### src/sv/ltge_pkg.sv
// Shared types and constants for the torus life generation engine.
package ltge_pkg;

    localparam int DEF_MAX_WIDTH  = 64;
    localparam int DEF_MAX_HEIGHT = 64;

    localparam int CFG_W     = 7;   // config register width
    localparam int CFG_IDX_W = 2;   // config register index width
    localparam int COORD_W   = 6;   // col / row field width
    localparam int ACT_W     = 2;   // action code width
    localparam int CNT_W     = 4;   // neighbor count width

    localparam int MIN_SIZE      = 3;
    localparam int SURVIVE_COUNT = 2;
    localparam int BIRTH_COUNT   = 3;

    localparam logic [CFG_IDX_W-1:0] REG_GRID_WIDTH  = 2'd0;
    localparam logic [CFG_IDX_W-1:0] REG_GRID_HEIGHT = 2'd1;

    localparam logic [CFG_W-1:0] RST_GRID_WIDTH  = 7'd64;
    localparam logic [CFG_W-1:0] RST_GRID_HEIGHT = 7'd64;

    typedef enum logic [ACT_W-1:0] {
        ACT_WRITE = 2'd0,
        ACT_STEP  = 2'd1,
        ACT_READ  = 2'd2,
        ACT_NOP   = 2'd3
    } t_action;

    typedef struct packed {
        logic [ACT_W-1:0]   action;
        logic [COORD_W-1:0] col;
        logic [COORD_W-1:0] row;
        logic               cell_in;
    } t_cmd;

    typedef struct packed {
        logic             cell_out;
        logic [ACT_W-1:0] action_done;
    } t_result;

    typedef enum logic [2:0] {
        ST_CLEAR,
        ST_IDLE,
        ST_MOD,
        ST_RD,
        ST_RMW,
        ST_STEP,
        ST_DRAIN
    } t_state;

endpackage

### src/sv/ltge_rowcalc.sv
// B3/S23 next-row logic for one row from its three-row window, wrapped columns.
module ltge_rowcalc import ltge_pkg::*; #(
    parameter int  MAX_WIDTH = DEF_MAX_WIDTH,
    localparam int XW        = $clog2(MAX_WIDTH),
    localparam int WW        = $clog2(MAX_WIDTH + 1)
) (
    input  logic [MAX_WIDTH-1:0] i_up,
    input  logic [MAX_WIDTH-1:0] i_mid,
    input  logic [MAX_WIDTH-1:0] i_dn,
    input  logic [WW-1:0]        i_width,
    output logic [MAX_WIDTH-1:0] o_next
);

    logic [XW-1:0] last;
    logic          up_last;
    logic          mid_last;
    logic          dn_last;

    assign last     = XW'(i_width - 1'b1);
    assign up_last  = i_up[last];
    assign mid_last = i_mid[last];
    assign dn_last  = i_dn[last];

    for (genvar x = 0; x < MAX_WIDTH; x++) begin : g_col
        logic             left_up, left_mid, left_dn;
        logic             right_up, right_mid, right_dn;
        logic             is_last;
        logic [CNT_W-1:0] n;
        logic             live;

        assign is_last = (last == XW'(x));

        if (x == 0) begin : g_left_wrap
            assign left_up  = up_last;
            assign left_mid = mid_last;
            assign left_dn  = dn_last;
        end else begin : g_left
            assign left_up  = i_up[x-1];
            assign left_mid = i_mid[x-1];
            assign left_dn  = i_dn[x-1];
        end

        // top column is always the last one in use when it is in use
        if (x == MAX_WIDTH - 1) begin : g_right_wrap
            assign right_up  = i_up[0];
            assign right_mid = i_mid[0];
            assign right_dn  = i_dn[0];
        end else begin : g_right
            assign right_up  = is_last ? i_up[0]  : i_up[x+1];
            assign right_mid = is_last ? i_mid[0] : i_mid[x+1];
            assign right_dn  = is_last ? i_dn[0]  : i_dn[x+1];
        end

        assign n = CNT_W'(left_up) + CNT_W'(i_up[x]) + CNT_W'(right_up)
                 + CNT_W'(left_mid) + CNT_W'(right_mid)
                 + CNT_W'(left_dn) + CNT_W'(i_dn[x]) + CNT_W'(right_dn);

        assign live = (n == CNT_W'(BIRTH_COUNT))
                   || (i_mid[x] && (n == CNT_W'(SURVIVE_COUNT)));

        // columns outside the active width keep their value
        assign o_next[x] = (WW'(x) < i_width) ? live : i_mid[x];
    end

endmodule
### config.mk
export PLATFORM = sky130hd
export DESIGN_NAME = ltge_rowcalc
export DESIGN_NICKNAME = d
export VERILOG_FILES = /design/src/sv/ltge_pkg.sv /design/src/sv/ltge_rowcalc.sv
export SDC_FILE = /design/constraint.sdc
export NUM_CORES = 1
export LEC_CHECK = 0
export ABC_AREA = 1
export CORE_MARGIN = 5
export CORE_UTILIZATION = 50
export DETAILED_ROUTE_END_ITERATION = 8
export DONT_BUFFER_PORTS = 1
export GPL_TIMING_DRIVEN = 0
export PLACE_DENSITY = 0.73
export SLEW_MARGIN = 10
export SYNTH_ARGS = -nofsm -noshare
export SYNTH_HDL_FRONTEND = slang
export SYNTH_SLANG_ARGS = --single-unit
export TNS_END_PERCENT = 30
### constraint.sdc
create_clock -name vclk -period 11.8
set_clock_uncertainty 0.2 [all_clocks]
set_input_delay 2.36 -clock vclk [all_inputs]
set_output_delay 2.36 -clock vclk [all_outputs]
set_load 0.1 [all_outputs]
==> Word-level counts from Yosys, hierarchy flattened <==
Cells that the tools add are included.
{ "op_classes": {"muxes": 259, "n_eq_ne": 190, "reduce_logical": 129, "order_cmp": 65, "n_addsub": 449} }
{ "ops": {"columns": ["op", "count"], "rows": [
  ["$add A4 B1 Y4", 256],
  ["$eq A4 B2 Y1 const B", 128],
  ["$add A3 B1 Y4", 64],
  ["$mux W1", 256],
  ["$lt A6 B7 Y1 const A", 32],
  ["$add A2 B1 Y3", 64],
  ["$eq A6 B6 Y1 const B", 31],
  ["$add A1 B1 Y2", 64],
  ["$lt A5 B7 Y1 const A", 16],
  ["$eq A6 B5 Y1 const B", 16],
  ["$logic_and A1 B1 Y1", 64],
  ["$logic_or A1 B1 Y1", 64],
  ["$lt A4 B7 Y1 const A", 8],
  ["$eq A6 B4 Y1 const B", 8],
  ["$lt A3 B7 Y1 const A", 4],
  ["$eq A6 B3 Y1 const B", 4],
  ["$bmux W1 S6", 3],
  ["$lt A1 B7 Y1 const A", 2],
  ["$lt A2 B7 Y1 const A", 2],
  ["$eq A6 B2 Y1 const B", 2],
  ["$lt A6 B7 Y1 const B", 1],
  ["$eq A6 B1 Y1 const B", 1],
  ["$logic_not A6 Y1", 1],
  ["$sub A6 B1 Y6 const B", 1]
]} }
{ "totals": {"regBits": 0, "out_inout_bits": 64, "wordCells": 1092, "in_bits": 199} }

==> Logic depth before layout (Yosys ltp) <==
{ "depth": {"word_depth": 14, "ltp_mapped": 26, "mapped_depth_nobuf": 23} }

==> Worst setup path before layout <==
Ideal clock, no wire load.
{ "synth_path": {"kind": "in2out", "from": "in i_width[0]", "to": "out o_next[0]", "setup_slack_ns": 0.366, "t_required_ns": 9.240, "n_path_buf": 4, "arrival_time_ns": 8.874, "cell_stages": 24, "cell_sequence": "inv_2 > buf_2 > buf_1 > ha_1 > inv_1 > clkbuf_1 > clkbuf_1 > nand3_1 > nand2_1 > nand3_1 > nand3_1 > nand2_1 > nand2_1 > nor2_1 > fa_1 > inv_1 > fa_1 > fa_1 > inv_1 > ha_1 > fa_1 > o21ai_0 > o211ai_1 > o21ai_0"} }
{ "synth_via": {"elab_chain_cells": 14, "word_cells_on_any_way": 24, "classes_between": "8 x add/sub; 1 x order compare; 2 x eq/ne; 10 x mux; 3 x reduce/logical"} }
{ "synth_lines": {"columns": ["item", "line_no", "text"], "rows": [
  ["from (decl)", "ltge_rowcalc.sv:10", "input logic [WW-1:0] i_width,"],
  ["$sub A6 B1 Y6", "ltge_rowcalc.sv:19", "assign last = XW'(i_width - 1'b1);"],
  ["$bmux W1 S6", "ltge_rowcalc.sv:20", "assign up_last = i_up[last];"],
  ["$mux W1 (implied by the code)", "ltge_rowcalc.sv:20", null],
  ["$add A1 B1 Y2", "ltge_rowcalc.sv:54", "assign n = CNT_W'(left_up) + CNT_W'(i_up[x]) + CNT_W'(right_up)"],
  ["$add A2 B1 Y3", "ltge_rowcalc.sv:54", null],
  ["$add A3 B1 Y4", "ltge_rowcalc.sv:55", "+ CNT_W'(left_mid) + CNT_W'(right_mid)"],
  ["$add A4 B1 Y4", "ltge_rowcalc.sv:55", null],
  ["$add A4 B1 Y4 (3 in a row)", "ltge_rowcalc.sv:56", "+ CNT_W'(left_dn) + CNT_W'(i_dn[x]) + CNT_W'(right_dn);"],
  ["$eq A4 B2 Y1", "ltge_rowcalc.sv:59", "|| (i_mid[x] && (n == CNT_W'(SURVIVE_COUNT)));"],
  ["$logic_and A1 B1 Y1", "ltge_rowcalc.sv:59", null],
  ["$logic_or A1 B1 Y1", "ltge_rowcalc.sv:59", null],
  ["$mux W1 *", "ltge_rowcalc.sv:62", "assign o_next[x] = (WW'(x) < i_width) ? live : i_mid[x];"],
  ["to (decl)", "ltge_rowcalc.sv:11", "output logic [MAX_WIDTH-1:0] o_next"]
]} }
Mark *: on every way between the ends. The rest lies on a longest branch, timed or not. The select of a mux whose other input is x is not followed.

==> Final worst setup path <==
Same ends and word-level chain as after synthesis.

==> metrics.md <==
| Metric | Value |
|---|---|
| Total grt overflow | 0 |
| Post-DP HPWL | 51200 um |
| Crit Path Category | primary input to output pin |
| Syn_nets | 2944 |
| DRT iter0 DRCs | 1886 |
| Cell chain of the critical path | inv_2 -> buf_2 -> ha_1 -> inv_1 -> clkbuf_1 -> clkbuf_1 -> nand3_1 -> nand2_1 -> nand3_1 -> nand3_1 -> nand2_1 -> nand2_1 -> nor2_1 -> fa_1 -> inv_1 -> fa_1 -> fa_1 -> inv_1 -> ha_1 -> fa_1 -> o21ai_0 -> o211ai_1 -> o21ai_4 |
| Layout Nets | 2945 |
| Clock buffer cells | 0 |
| Worst hold path type | primary input to output pin |
| Register area | 0 um^2 |
| Most used cell, CP | fa_1 |
| Status | finished clean |
| I/O Buffers | 0 |
| DRC | 0 |
| Slew headroom | 14.7% |
| Final cycle utilization of the critical path | between 90 and 100% |
| Fmax | 87.7 MHz |
| Initial antenna violation count | 2 |
| Largest net degree at the start of global routing | 13 |
| Die area | 35200 um^2 |
| Synth unique cells | 35 |
| Max_cap viols | 0 |
| Core Area | 31400 um^2 |
| Pins over their slew limit | 0 |
| Mapped Area | 15800 um^2 |
| Minimum clock period | ~11000 ps |
| Startpoint Class | primary input |
| Synth warn | 0 |
| Per-cell routed wire length | about 23 um |
| FILL cells | 3176 |
| Drt total wl | 63000 um |
| Fin. Hold Viols | 0 |
| Setup TNS | 0 ps |
| Critical path's largest stage delay | 710 ps |
| Sequential cell count | 0 |
| Via count | 16500 |
| Initial Util | 50.3% |
| Die height | 188 um |
| Worst endpoint data arrival time | 8850 ps |
| I/O pin count | 263 |
| Synth top cells by count | nand2_1, inv_1, fa_1 |
| First-pass GRT wire length | approximately 96000 um |
| Site Rows | 65 |
| Final setup violation count | 0 |
| Worst path slowest cell | clkbuf_1 |
| Sequential fraction of the synthesis area | 0% |
| Post-route ant nets | 0 |
| Cts hold-fix bufs | 0 |
| Syn Area/Cell | 6.89 um^2 |
| Hold Crit Depth | 1 |
| Worst Path Max Fanout | 21 |
| Area grow syn2layout | 4.44% |
| Area contributors post-synth | fa_1, nand2_1, ha_1 |
| Worst Setup End Kind | output pin |
| Crit-path leading delay family | adder cells |
| GRT Total Usage | a little over a third |
| CP Data Required Time | slightly above 9000 ps |
| Layout cells sized above 1 | about 5.5% |
| RSZ-0062 raised after global routing | false |
| CP Depth | 23 |
| Slew @ Worst Pin | approximately 1300 ps |
| Worst path buffer plus inverter count | 7 |
| Top-count cell post-synth | nand2_1 |
| Vias in the first global route | 16600 |
| Fin util | 52.5% |
| DR vias/cell | approximately 6 |
| First-pass DRT Iterations | 5 |
| Die X | 188 um |
| Gate Count Post-Synth | 2292 |
| GPL Wtd Cong | between 1 and 1.5 |
| Leading area contributor after synthesis | fa_1 |
| Share of the synthesized area in the top cell type | 32.5% |
[final timing paths]
path / slack (ps) / start / to
max: 390 / i_width[0] / o_next[0]
min: 4800 / i_width[6] / o_next[63]
[routing by layer]
| metal | wire length [um] | global-route usage (%) |
|---|---|---|
| met2 | 27400 | 54.8 |
| met1 | 22400 | 43.4 |
| met4 | 3940 | 16.5 |
| met5 | 0 | 0 |
| met3 | 9340 | 12.0 |
[what timing repair did]
action	in CTS	in global routing
cloned	0	0
setup endpoints to repair	1	1
endpoints found under the hold margin	0	0
buffers inserted	0	0
resized for setup	1	3
[layout by cell type (no fill, tap or decap), types with 14 or more instances in the layout]
master	n
o21ai_0	206
nor2_1	134
fa_1	256
o21ai_2	20
a21oi_1	98
nand3_1	139
a21oi_2	25
nand2_2	20
nand2_1	663
clkbuf_1	35
inv_1	327
o21ai_1	28
ha_1	197
buf_2	14
o211ai_1	46
[cell type report]
type / instances / area [um^2] / share of cell area, %
antenna: 3 / 7.51 / 0.0455
buffer: 62 / 289 / 1.75
inverter: 335 / 1260 / 7.65
multi-input combinational: 1894 / 14400 / 87.5
tap: 402 / 503 / 3.05
[cells by family (layout without fill, tap and decap cells)]
| kind of cell | after synthesis | count (layout) | share of synthesized area (%) |
|---|---|---|---|
| AOI/OAI and AO/OA | 449 | 449 | 15.5 |
| other | 0 | 3 | 0 |
| xor gates and xnor gates | 2 | 2 | 0.349 |
| adders and majority gates | 453 | 453 | 48.1 |
| buffers and inverters | 398 | 397 | 9.84 |
| and+or+nand+nor | 990 | 990 | 26.2 |
[stage by stage]
step	worst slack (ps)	instance area, um^2	cells	hold WS (ps)
final	394	16500	2696	4800
after global routing	302	16500	2693	4800
after CTS	117	16500	2694	4800
after detailed placement	-129	16500	2694	4800
after global placement	-1490	16300	2694	4970
after floorplan	366	15800	2292	4960
