## src/sv/ltge_pkg.sv

```systemverilog
// Shared types and constants for the torus life generation engine.
package ltge_pkg;

    localparam int DEF_MAX_WIDTH  = 64;
    localparam int DEF_MAX_HEIGHT = 64;

    localparam int CFG_W     = 7;   // config register width
    localparam int CFG_IDX_W = 2;   // config register index width
    localparam int COORD_W   = 6;   // col / row field width
    localparam int ACT_W     = 2;   // action code width
    localparam int CNT_W     = 4;   // neighbor count width

    localparam int MIN_SIZE      = 3;
    localparam int SURVIVE_COUNT = 2;
    localparam int BIRTH_COUNT   = 3;

    localparam logic [CFG_IDX_W-1:0] REG_GRID_WIDTH  = 2'd0;
    localparam logic [CFG_IDX_W-1:0] REG_GRID_HEIGHT = 2'd1;

    localparam logic [CFG_W-1:0] RST_GRID_WIDTH  = 7'd64;
    localparam logic [CFG_W-1:0] RST_GRID_HEIGHT = 7'd64;

    typedef enum logic [ACT_W-1:0] {
        ACT_WRITE = 2'd0,
        ACT_STEP  = 2'd1,
        ACT_READ  = 2'd2,
        ACT_NOP   = 2'd3
    } t_action;

    typedef struct packed {
        logic [ACT_W-1:0]   action;
        logic [COORD_W-1:0] col;
        logic [COORD_W-1:0] row;
        logic               cell_in;
    } t_cmd;

    typedef struct packed {
        logic             cell_out;
        logic [ACT_W-1:0] action_done;
    } t_result;

    typedef enum logic [2:0] {
        ST_CLEAR,
        ST_IDLE,
        ST_MOD,
        ST_RD,
        ST_RMW,
        ST_STEP,
        ST_DRAIN
    } t_state;

endpackage

```

## src/sv/ltge_modlane.sv

```systemverilog
// Restoring remainder unit: coordinate modulo grid size, one bit per cycle.
module ltge_modlane import ltge_pkg::*; #(
    parameter int DW = 7
) (
    input  logic               i_clk,
    input  logic               i_rst_n,
    input  logic               i_start,
    input  logic [COORD_W-1:0] i_dividend,
    input  logic [DW-1:0]      i_divisor,
    output logic               o_done,
    output logic [DW-1:0]      o_rem
);

    localparam int CW = $clog2(COORD_W);

    logic               r_busy;
    logic               r_done;
    logic [CW-1:0]      r_cnt;
    logic [COORD_W-1:0] r_src;
    logic [DW-1:0]      r_rem;
    logic [DW:0]        trial;
    logic [DW-1:0]      n_rem;

    // remainder stays below the divisor, so trial < 2*divisor
    always_comb begin
        trial = {r_rem, r_src[COORD_W-1]};
        if (trial >= {1'b0, i_divisor}) begin
            n_rem = DW'(trial - {1'b0, i_divisor});
        end else begin
            n_rem = trial[DW-1:0];
        end
    end

    always_ff @(posedge i_clk) begin
        if (!i_rst_n) begin
            r_busy <= 1'b0;
            r_done <= 1'b0;
            r_cnt  <= '0;
        end else begin
            r_done <= 1'b0;
            if (i_start) begin
                r_busy <= 1'b1;
                r_cnt  <= CW'(COORD_W - 1);
            end else if (r_busy) begin
                r_cnt <= r_cnt - 1'b1;
                if (r_cnt == '0) begin
                    r_busy <= 1'b0;
                    r_done <= 1'b1;
                end
            end
        end
    end

    always_ff @(posedge i_clk) begin
        if (i_start) begin
            r_rem <= '0;
            r_src <= i_dividend;
        end else if (r_busy) begin
            r_rem <= n_rem;
            r_src <= {r_src[COORD_W-2:0], 1'b0};
        end
    end

    assign o_done = r_done;
    assign o_rem  = r_rem;

endmodule

```

## config.mk

```make
export PLATFORM = sky130hd
export DESIGN_NAME = ltge_modlane
export DESIGN_NICKNAME = d
export VERILOG_FILES = /design/src/sv/ltge_pkg.sv /design/src/sv/ltge_modlane.sv
export SDC_FILE = /design/constraint.sdc
export NUM_CORES = 1
export LEC_CHECK = 0
export BUFFER_PORTS_ARGS = -buffer_cell sky130_fd_sc_hd__buf_2
export CORE_MARGIN = 4
export CORE_UTILIZATION = 49
export DETAILED_ROUTE_END_ITERATION = 12
export PLACE_DENSITY = 0.75
export SLEW_MARGIN = 30
export SYNTH_ARGS = -nofsm -noshare
export SYNTH_HDL_FRONTEND = slang
export SYNTH_SLANG_ARGS = --single-unit
```

## constraint.sdc

```tcl
create_clock -name i_clk -period 1.9 [get_ports i_clk]
set_input_delay 0.285 -clock i_clk [delete_from_list [all_inputs] [get_ports i_clk]]
set_output_delay 0.285 -clock i_clk [all_outputs]
set_load 0.01 [all_outputs]
```

# == Word-level counts from Yosys, hierarchy flattened ==
# Cells that the tools add are included.
# classes
n_addsub,2
mul,0
div_mod_pow,0
n_lt_le_gt_ge,1
n_eq_ne,0
shift,0
mux,9
n_bitwise,2
reduce_logical,4
# op_table
op,count
two-way mux 6 bit,2
greater-or-equal comparator 8 x 7 -> 1 bit,1
two-way mux 7 bit,1
subtractor 7 bit,1
two-way mux 3 bit,2
two-way mux 1 bit,4
logical NOT 3 bit,1
OR reduction 3 bit,1
"subtractor 3 x 1 -> 3 bit, second input constant",1
inverter 1 bit,2
nonzero test 2 bit,1
OR reduction 2 bit,1
# word_totals
reg_bits,18
latchBits,0
ram_bits,0
mem_bits_ro,0
in_bits,16
elab_cells,24
mem_count,0

# == Depth between registers and ports, before layout ==
# Gate-level depths: netlist of the first run.
# logic_depth
depth_word,4
ltp_mapped,9
mapped_depth_nobuf,8

# == Worst setup path after synthesis of the first run ==
# Ideal clock, no wire load.
# synth_path
kind,register -> register
from,register r_rem[4] (netlist: o_rem[4])
to,register r_rem[2] (netlist: o_rem[2])
arrival_time_ns,1.666
required_time_ns,1.771
slack_ns,0.105
path_stages_with_launch,7
n_path_buf,1
path_cell_list,dfxtp_1 ha_1 buf_6 a21o_1 a211oi_4 and2_4 o311ai_1
# synth_between
elab_chain_len,2
# synth_rtl
element,line,text
"start, declared",ltge_modlane.sv:20,logic [DW-1:0] r_rem;
"start signal, assigned",ltge_modlane.sv:59,r_rem <= n_rem;
greater-or-equal comparator 8 x 7 -> 1 bit,ltge_modlane.sv:27,"if (trial >= {1'b0, i_divisor}) begin"
two-way mux 7 bit,ltge_modlane.sv:27,
# Every way passes these cells.
# A chain may end at the register's enable or synchronous reset.

# == Worst setup path in the final report of the first run ==
# layout_path
from,register r_src[5]
to,register r_rem[1] (netlist: o_rem[1])
# layout_between
elab_chain_len,2
# layout_rtl
element,line,text
"start, declared",ltge_modlane.sv:19,logic [COORD_W-1:0] r_src;
"start signal, assigned",ltge_modlane.sv:57,r_src <= i_dividend;
"start signal, assigned",ltge_modlane.sv:60,"r_src <= {r_src[COORD_W-2:0], 1'b0};"
subtractor 7 bit or greater-or-equal comparator 8 x 7 -> 1 bit (tied branches),"ltge_modlane.sv:28, ltge_modlane.sv:27",
two-way mux 7 bit *,ltge_modlane.sv:27,
# Mark *: on every way between the ends. The rest lies on a longest branch, timed or not.

==> reports/qor.csv, run 1 <==
metric,value,unit
most numerous cell in the Yosys netlist,inv_1,
layout cells sized above 1,32.1,%
crit end category,flop,
cell taking the most area after synthesis,dfxtp_1,
Die Span Y,58.0,µm
final hold violations,0,
H-tree Lvls,1,
P_sw,0.266,mW
Multi-input gate area,744,µm²
post-synth top area share,19.6,%
worst-case clock buffer depth,2,
CP Data Required Time,2.09,ns
total wire length,2.58,mm
TritonCTS buffer count,3,
clock tree sinks,18,
Avg WL per Cell,13.6,µm
fmax,0.545,GHz
top_reg_cell synth,dfxtp_1,
Core ar.,0.00230,mm²
Rel. slew slack,77.2,%
Cell Int Power,0.624,mW
crit path kind,flop to flop,
"Async S/R FF share, synth",0,%
synthesized cell area,0.00123,mm²
CTS tree,yes,
nets,189,
total track usage,15.2,%
std cell rows,17,
Antenna Cells,0,
CP startpoint kind,flop,
# DRC,0,
"Cell Area, Placed",0.00141,mm²
"Clk Latency, worst-skew pair",0.29,ns
fin crit share,96.5,%
Area Growth Syn to Fin,19.8,%
Via density,5.57,
Syn Nets,157,
Sequential Power Share,50.0,%
"Setup Fix Bufs, Post-CTS",0,
Final Max Tran Viols,0,
total power after layout,0.890,mW
"Seq/Total Area, Yosys",34.3,%
Max-cap violations,0,
Combinational Power Share,28.4,%
met1 usage,19.9,%
Reg area,420,µm²
number of synthesized flops with an enable pin,6,
root buffer cell,clkbuf_4,
# IOs,24,
Port Buffers,23,
Clock Skew,0.00261,ns
vias in the first global route,991,
via count,1059,
Yosys cell types,49,
ANT nets after route,0,
Arrival @ worst endpoint,2.02,ns
PwrDens,606,mW/mm²
Period minus WS final,1.83,ns
Clk pwr share,21.6,%
initial antenna violation count,0,
dpl hpwl,1.97,mm
Min-Delay Path Class,primary input to flop,
Leak,0.694,nW
worst hold slack,0.270,ns
1st-iter DRT viols,31,
die area,0.00337,mm²
Layout fillers,196,
final setup TNS,0,ns
GR Overflow Total,0,
"flops & latches, synth",18,
ranking of synthesized cells by area,"dfxtp_1, edfxtp_1, ha_1, mux2_2, inv_1",
DRT Pass-1 Iters,4,
final setup fails,0,
met3 usage,4.01,%
sw frac,29.9,%
Finished Cell Area,0.00147,mm²
Peak supply drop,0.000528,V
clock-pin slew of the registers on the worst-case setup and hold paths,0.10,ns
syn_area_per_cell,9.36,µm²
largest net degree at the start of global routing,18,
chip width,58.0,µm
Slew @ Worst Pin,0.340,ns
met2 GRT Util,25.6,%
most used routing layer in global routing,met2,
Yosys warnings,0,
Starting Density,53.4,%
first-pass GRT wire length,4.13,mm
outcome,"complete, no violations",
Final GP Congestion,0.786,
worst-path fanout max,7,
top post-synthesis cells by count,"inv_1, dfxtp_1, nor2_1, ha_1",
Mapped Cells,131,
-- cell type report --
class	instances	area share [%]
clock inverter	1	0.256
clock buffer	3	1.53
tap	28	2.39
timing repair buffer	33	12.9
inverter	14	3.58
multi-input combinational	93	50.7
sequential	18	28.6
-- worst paths after layout --
kind            startpoint  endpoint  slack, ns  cells after the start
min reg2reg       r_cnt[1]  r_cnt[1]       0.50                      2
min          i_dividend[0]  r_src[0]       0.27                      2
max reg2reg       r_src[5]  o_rem[1]       0.07                      8
max               r_src[5]  o_rem[1]       0.07                      8
-- cell usage in the layout (no fill, tap or decap), types with 4 or more instances in the layout --
cell type | Yosys | layout
inv_1 | 14 | 14
ha_1 | 9 | 9
buf_2 | 1 | 23
and3_1 | 5 | 5
mux2_2 | 5 | 5
nand2_1 | 6 | 6
edfxtp_1 | 6 | 6
a31oi_1 | 4 | 4
nor2_1 | 11 | 11
buf_4 | 0 | 10
dfxtp_1 | 12 | 12
nor2b_1 | 4 | 4
-- power groups by stage --
stage / combinational [mW] / sequential [mW] / clock (mW)
floorplan: 0.167 / 0.453 / 0
CTS: 0.241 / 0.445 / 0.199
global route: 0.279 / 0.448 / 0.217
global placement: 0.233 / 0.452 / 0
detailed placement: 0.238 / 0.454 / 0
finish: 0.252 / 0.445 / 0.192
-- metal layers --
layer  vias up  wire length, µm
met3         2               97
li1        535                -
met4         0                6
met2        22             1280
met1       500             1200
met5         -                0
-- critical path, stage by stage (launching register included) --
cell and delay, ns:
edfxtp_1 0.38, inv_1 0.05, ha_1 0.19, inv_1 0.07
fa_2 0.22, nand3_2 0.10, a31o_4 0.27, and2_4 0.18
o311a_1 0.28
-- registers in the layout, indices dropped and copies added (netlist names) --
signal and count:
r_cnt 3, o_rem 7, r_busy 1, o_done 1, r_src 6
-- cell families (layout without fill, tap and decap cells) --
logic type / count (synthesis) / after routing / share of synthesized area [%]
and+or+nand+nor: 45 / 45 / 21.1
AOI/OAI and AO/OA: 28 / 28 / 18.2
buffers and inverters: 20 / 51 / 7.45
DFF: 18 / 18 / 34.3
adders and majority gates: 10 / 10 / 10.8
xor gates and xnor gates: 5 / 5 / 3.57
muxes: 5 / 5 / 4.59
-- per-stage QoR --
stage	setup slack [ns]	utilization [%]	cells
floorplan	0.105	-	131
global placement	0.0373	61.5	186
detailed placement	-0.0470	61.5	186
CTS	0.0417	63.0	190
global route	-0.0222	63.9	190
finish	0.0667	63.9	190
-- repair_timing --
action                                 in CTS  in global routing
hold buffers                                0                  0
setup endpoints to repair                   7                  7
gates resized for setup                     2                  5
endpoints found under the hold margin       0                  0
No activity file was read; power rests on OpenSTA's default activity.
==> run 2: changes to the inputs <==
==> constraint.sdc (replaced) <==
create_clock -name i_clk -period 1.9 [get_ports i_clk]
set_input_delay 0.095 -clock i_clk [delete_from_list [all_inputs] [get_ports i_clk]]
set_output_delay 0.095 -clock i_clk [all_outputs]
set_load 0.01 [all_outputs]
==> run 2 against run 1 <==
Hold slack got worse by 0.20 ns. Highest routed layer unchanged. Critical path type unchanged. Critical path depth did not move. Utilization fell by 0.27 points.
==> reports/qor.csv, run 2 (synthesized netlist as in run 1, its figures left out) <==
metric,value,unit
Leak,0.683,nW
pre-CTS setup slack,-0.00881,ns
first-pass GRT wire length,4.04,mm
most frequent cells in the layout,"buf_2, inv_1, dfxtp_1",
CTS tree,yes,
Final WS setup,0.123,ns
outcome,"complete, no violations",
Finished Cell Area,0.00146,mm²
vias in the first global route,950,
crit path kind,flop to flop,
H-tree Lvls,1,
CP most frequent cell,inv_1,
Max-cap violations,0,
Arrival @ worst endpoint,1.96,ns
largest net degree at the start of global routing,18,
Clock Skew,0.0195,ns
RSZ-0062 raised after global routing,no,
Min-Delay Path Class,primary input to flop,
layout cells sized above 1,31.6,%
fin cells,186,
PwrDens,628,mW/mm²
die area,0.00337,mm²
Rel. slew slack,78.7,%
cell chain of the critical path,"inv_1, ha_2, inv_1, fa_2, nand3_2, a31o_4, and2_4, o311a_1",
std cell rows,17,
total power after layout,0.919,mW
worst-path fanout max,7,
"most common cell after layout, fill and taps aside",buf_2,
Period minus WS final,1.78,ns
Crit path largest cell delay,0.37,ns
Worst path slowest cell,edfxtp_1,
Area Growth Syn to Fin,19.3,%
"Clk Latency, worst-skew pair",0.30,ns
final hold violations,0,
chip width,58.0,µm
clock tree sinks,18,
Slew @ Worst Pin,0.311,ns
fmax,0.563,GHz
Final GP Congestion,0.803,
Antenna Cells,0,
Via density,5.75,
Core ar.,0.00230,mm²
initial antenna violation count,0,
total track usage,15.0,%
Port Buffers,23,
"Cell Area, Placed",0.00140,mm²
Hold Buf Count CTS,0,
# IOs,24,
Avg WL per Cell,13.2,µm
placed insts,182,
# DRC,0,
final setup fails,0,
Final Max Tran Viols,0,
clock-pin slew of the registers on the worst-case setup and hold paths,0.11,ns
via count,1069,
DRT Pass-1 Iters,4,
ANT nets after route,0,
CP Data Required Time,2.08,ns
worst-case clock buffer depth,2,
Peak supply drop,0.000547,V
Die Span Y,58.0,µm
Starting Density,53.4,%
CP startpoint kind,flop,
dpl hpwl,1.92,mm
crit end category,flop,
GR Overflow Total,0,
root buffer cell,clkbuf_4,
max reg flops,7,
total wire length,2.46,mm
fin crit share,93.5,%
nets,185,
# resized after CTS,1,
"Setup Fix Bufs, Post-CTS",0,
TritonCTS buffer count,3,
1st-iter DRT viols,19,
[run 2: cell types whose count changed in the layout (fill, tap and decap cells not counted), sizes merged]
cell / before / now
clkinv: 1 / 0
clkbuf: 3 / 4
buf: 33 / 29
[run 2: stage by stage]
step | utilization [%] | hold slack [ns] | setup TNS, ns
floorplan | - | 0.266 | 0
global placement | 60.7 | 0.377 | 0
detailed placement | 60.7 | 0.384 | -0.0126
CTS | 62.3 | 0.0664 | 0
global route | 63.7 | 0.0843 | 0
finish | 63.7 | 0.0671 | 0
[run 2: worst max-delay path, delay by kind of cell (launching register included)]
family	cells	cell delay (ns)
AOI/OAI and AO/OA	2	0.54
adders and majority gates	2	0.38
buffers and inverters	2	0.12
DFF	1	0.37
and+or+nand+nor	2	0.27
[run 2: routing by layer]
metal,wire [µm],vias to the layer above,track usage [%]
met5,0,-,0
li1,-,531,-
met3,153,4,4.45
met1,1140,501,19.7
met2,1150,33,24.0
met4,22,0,3.64
[run 2: worst paths after layout]
check,start,endpoint,cells after the start,slack (ns)
max reg2reg,r_src[5],o_rem[1],8,0.12
min,i_rst_n,r_cnt[0],3,0.07
min reg2reg,r_cnt[1],r_cnt[1],2,0.51
max,r_src[5],o_rem[1],8,0.12
[run 2: final cells by class]
class                      count  area (µm²)
clock buffer                   4        36.3
tap                           28        35.0
timing repair buffer          29         173
sequential                    18         420
fill                         193         835
multi-input combinational     93         746
inverter                      14        52.6
[run 2: where the power goes]
group	leakage (nW)	internal, mW	switching (mW)
logic	0.503	0.113	0.122
clock network	0.0210	0.117	0.119
registers	0.159	0.428	0.0196
total	0.683	0.658	0.261
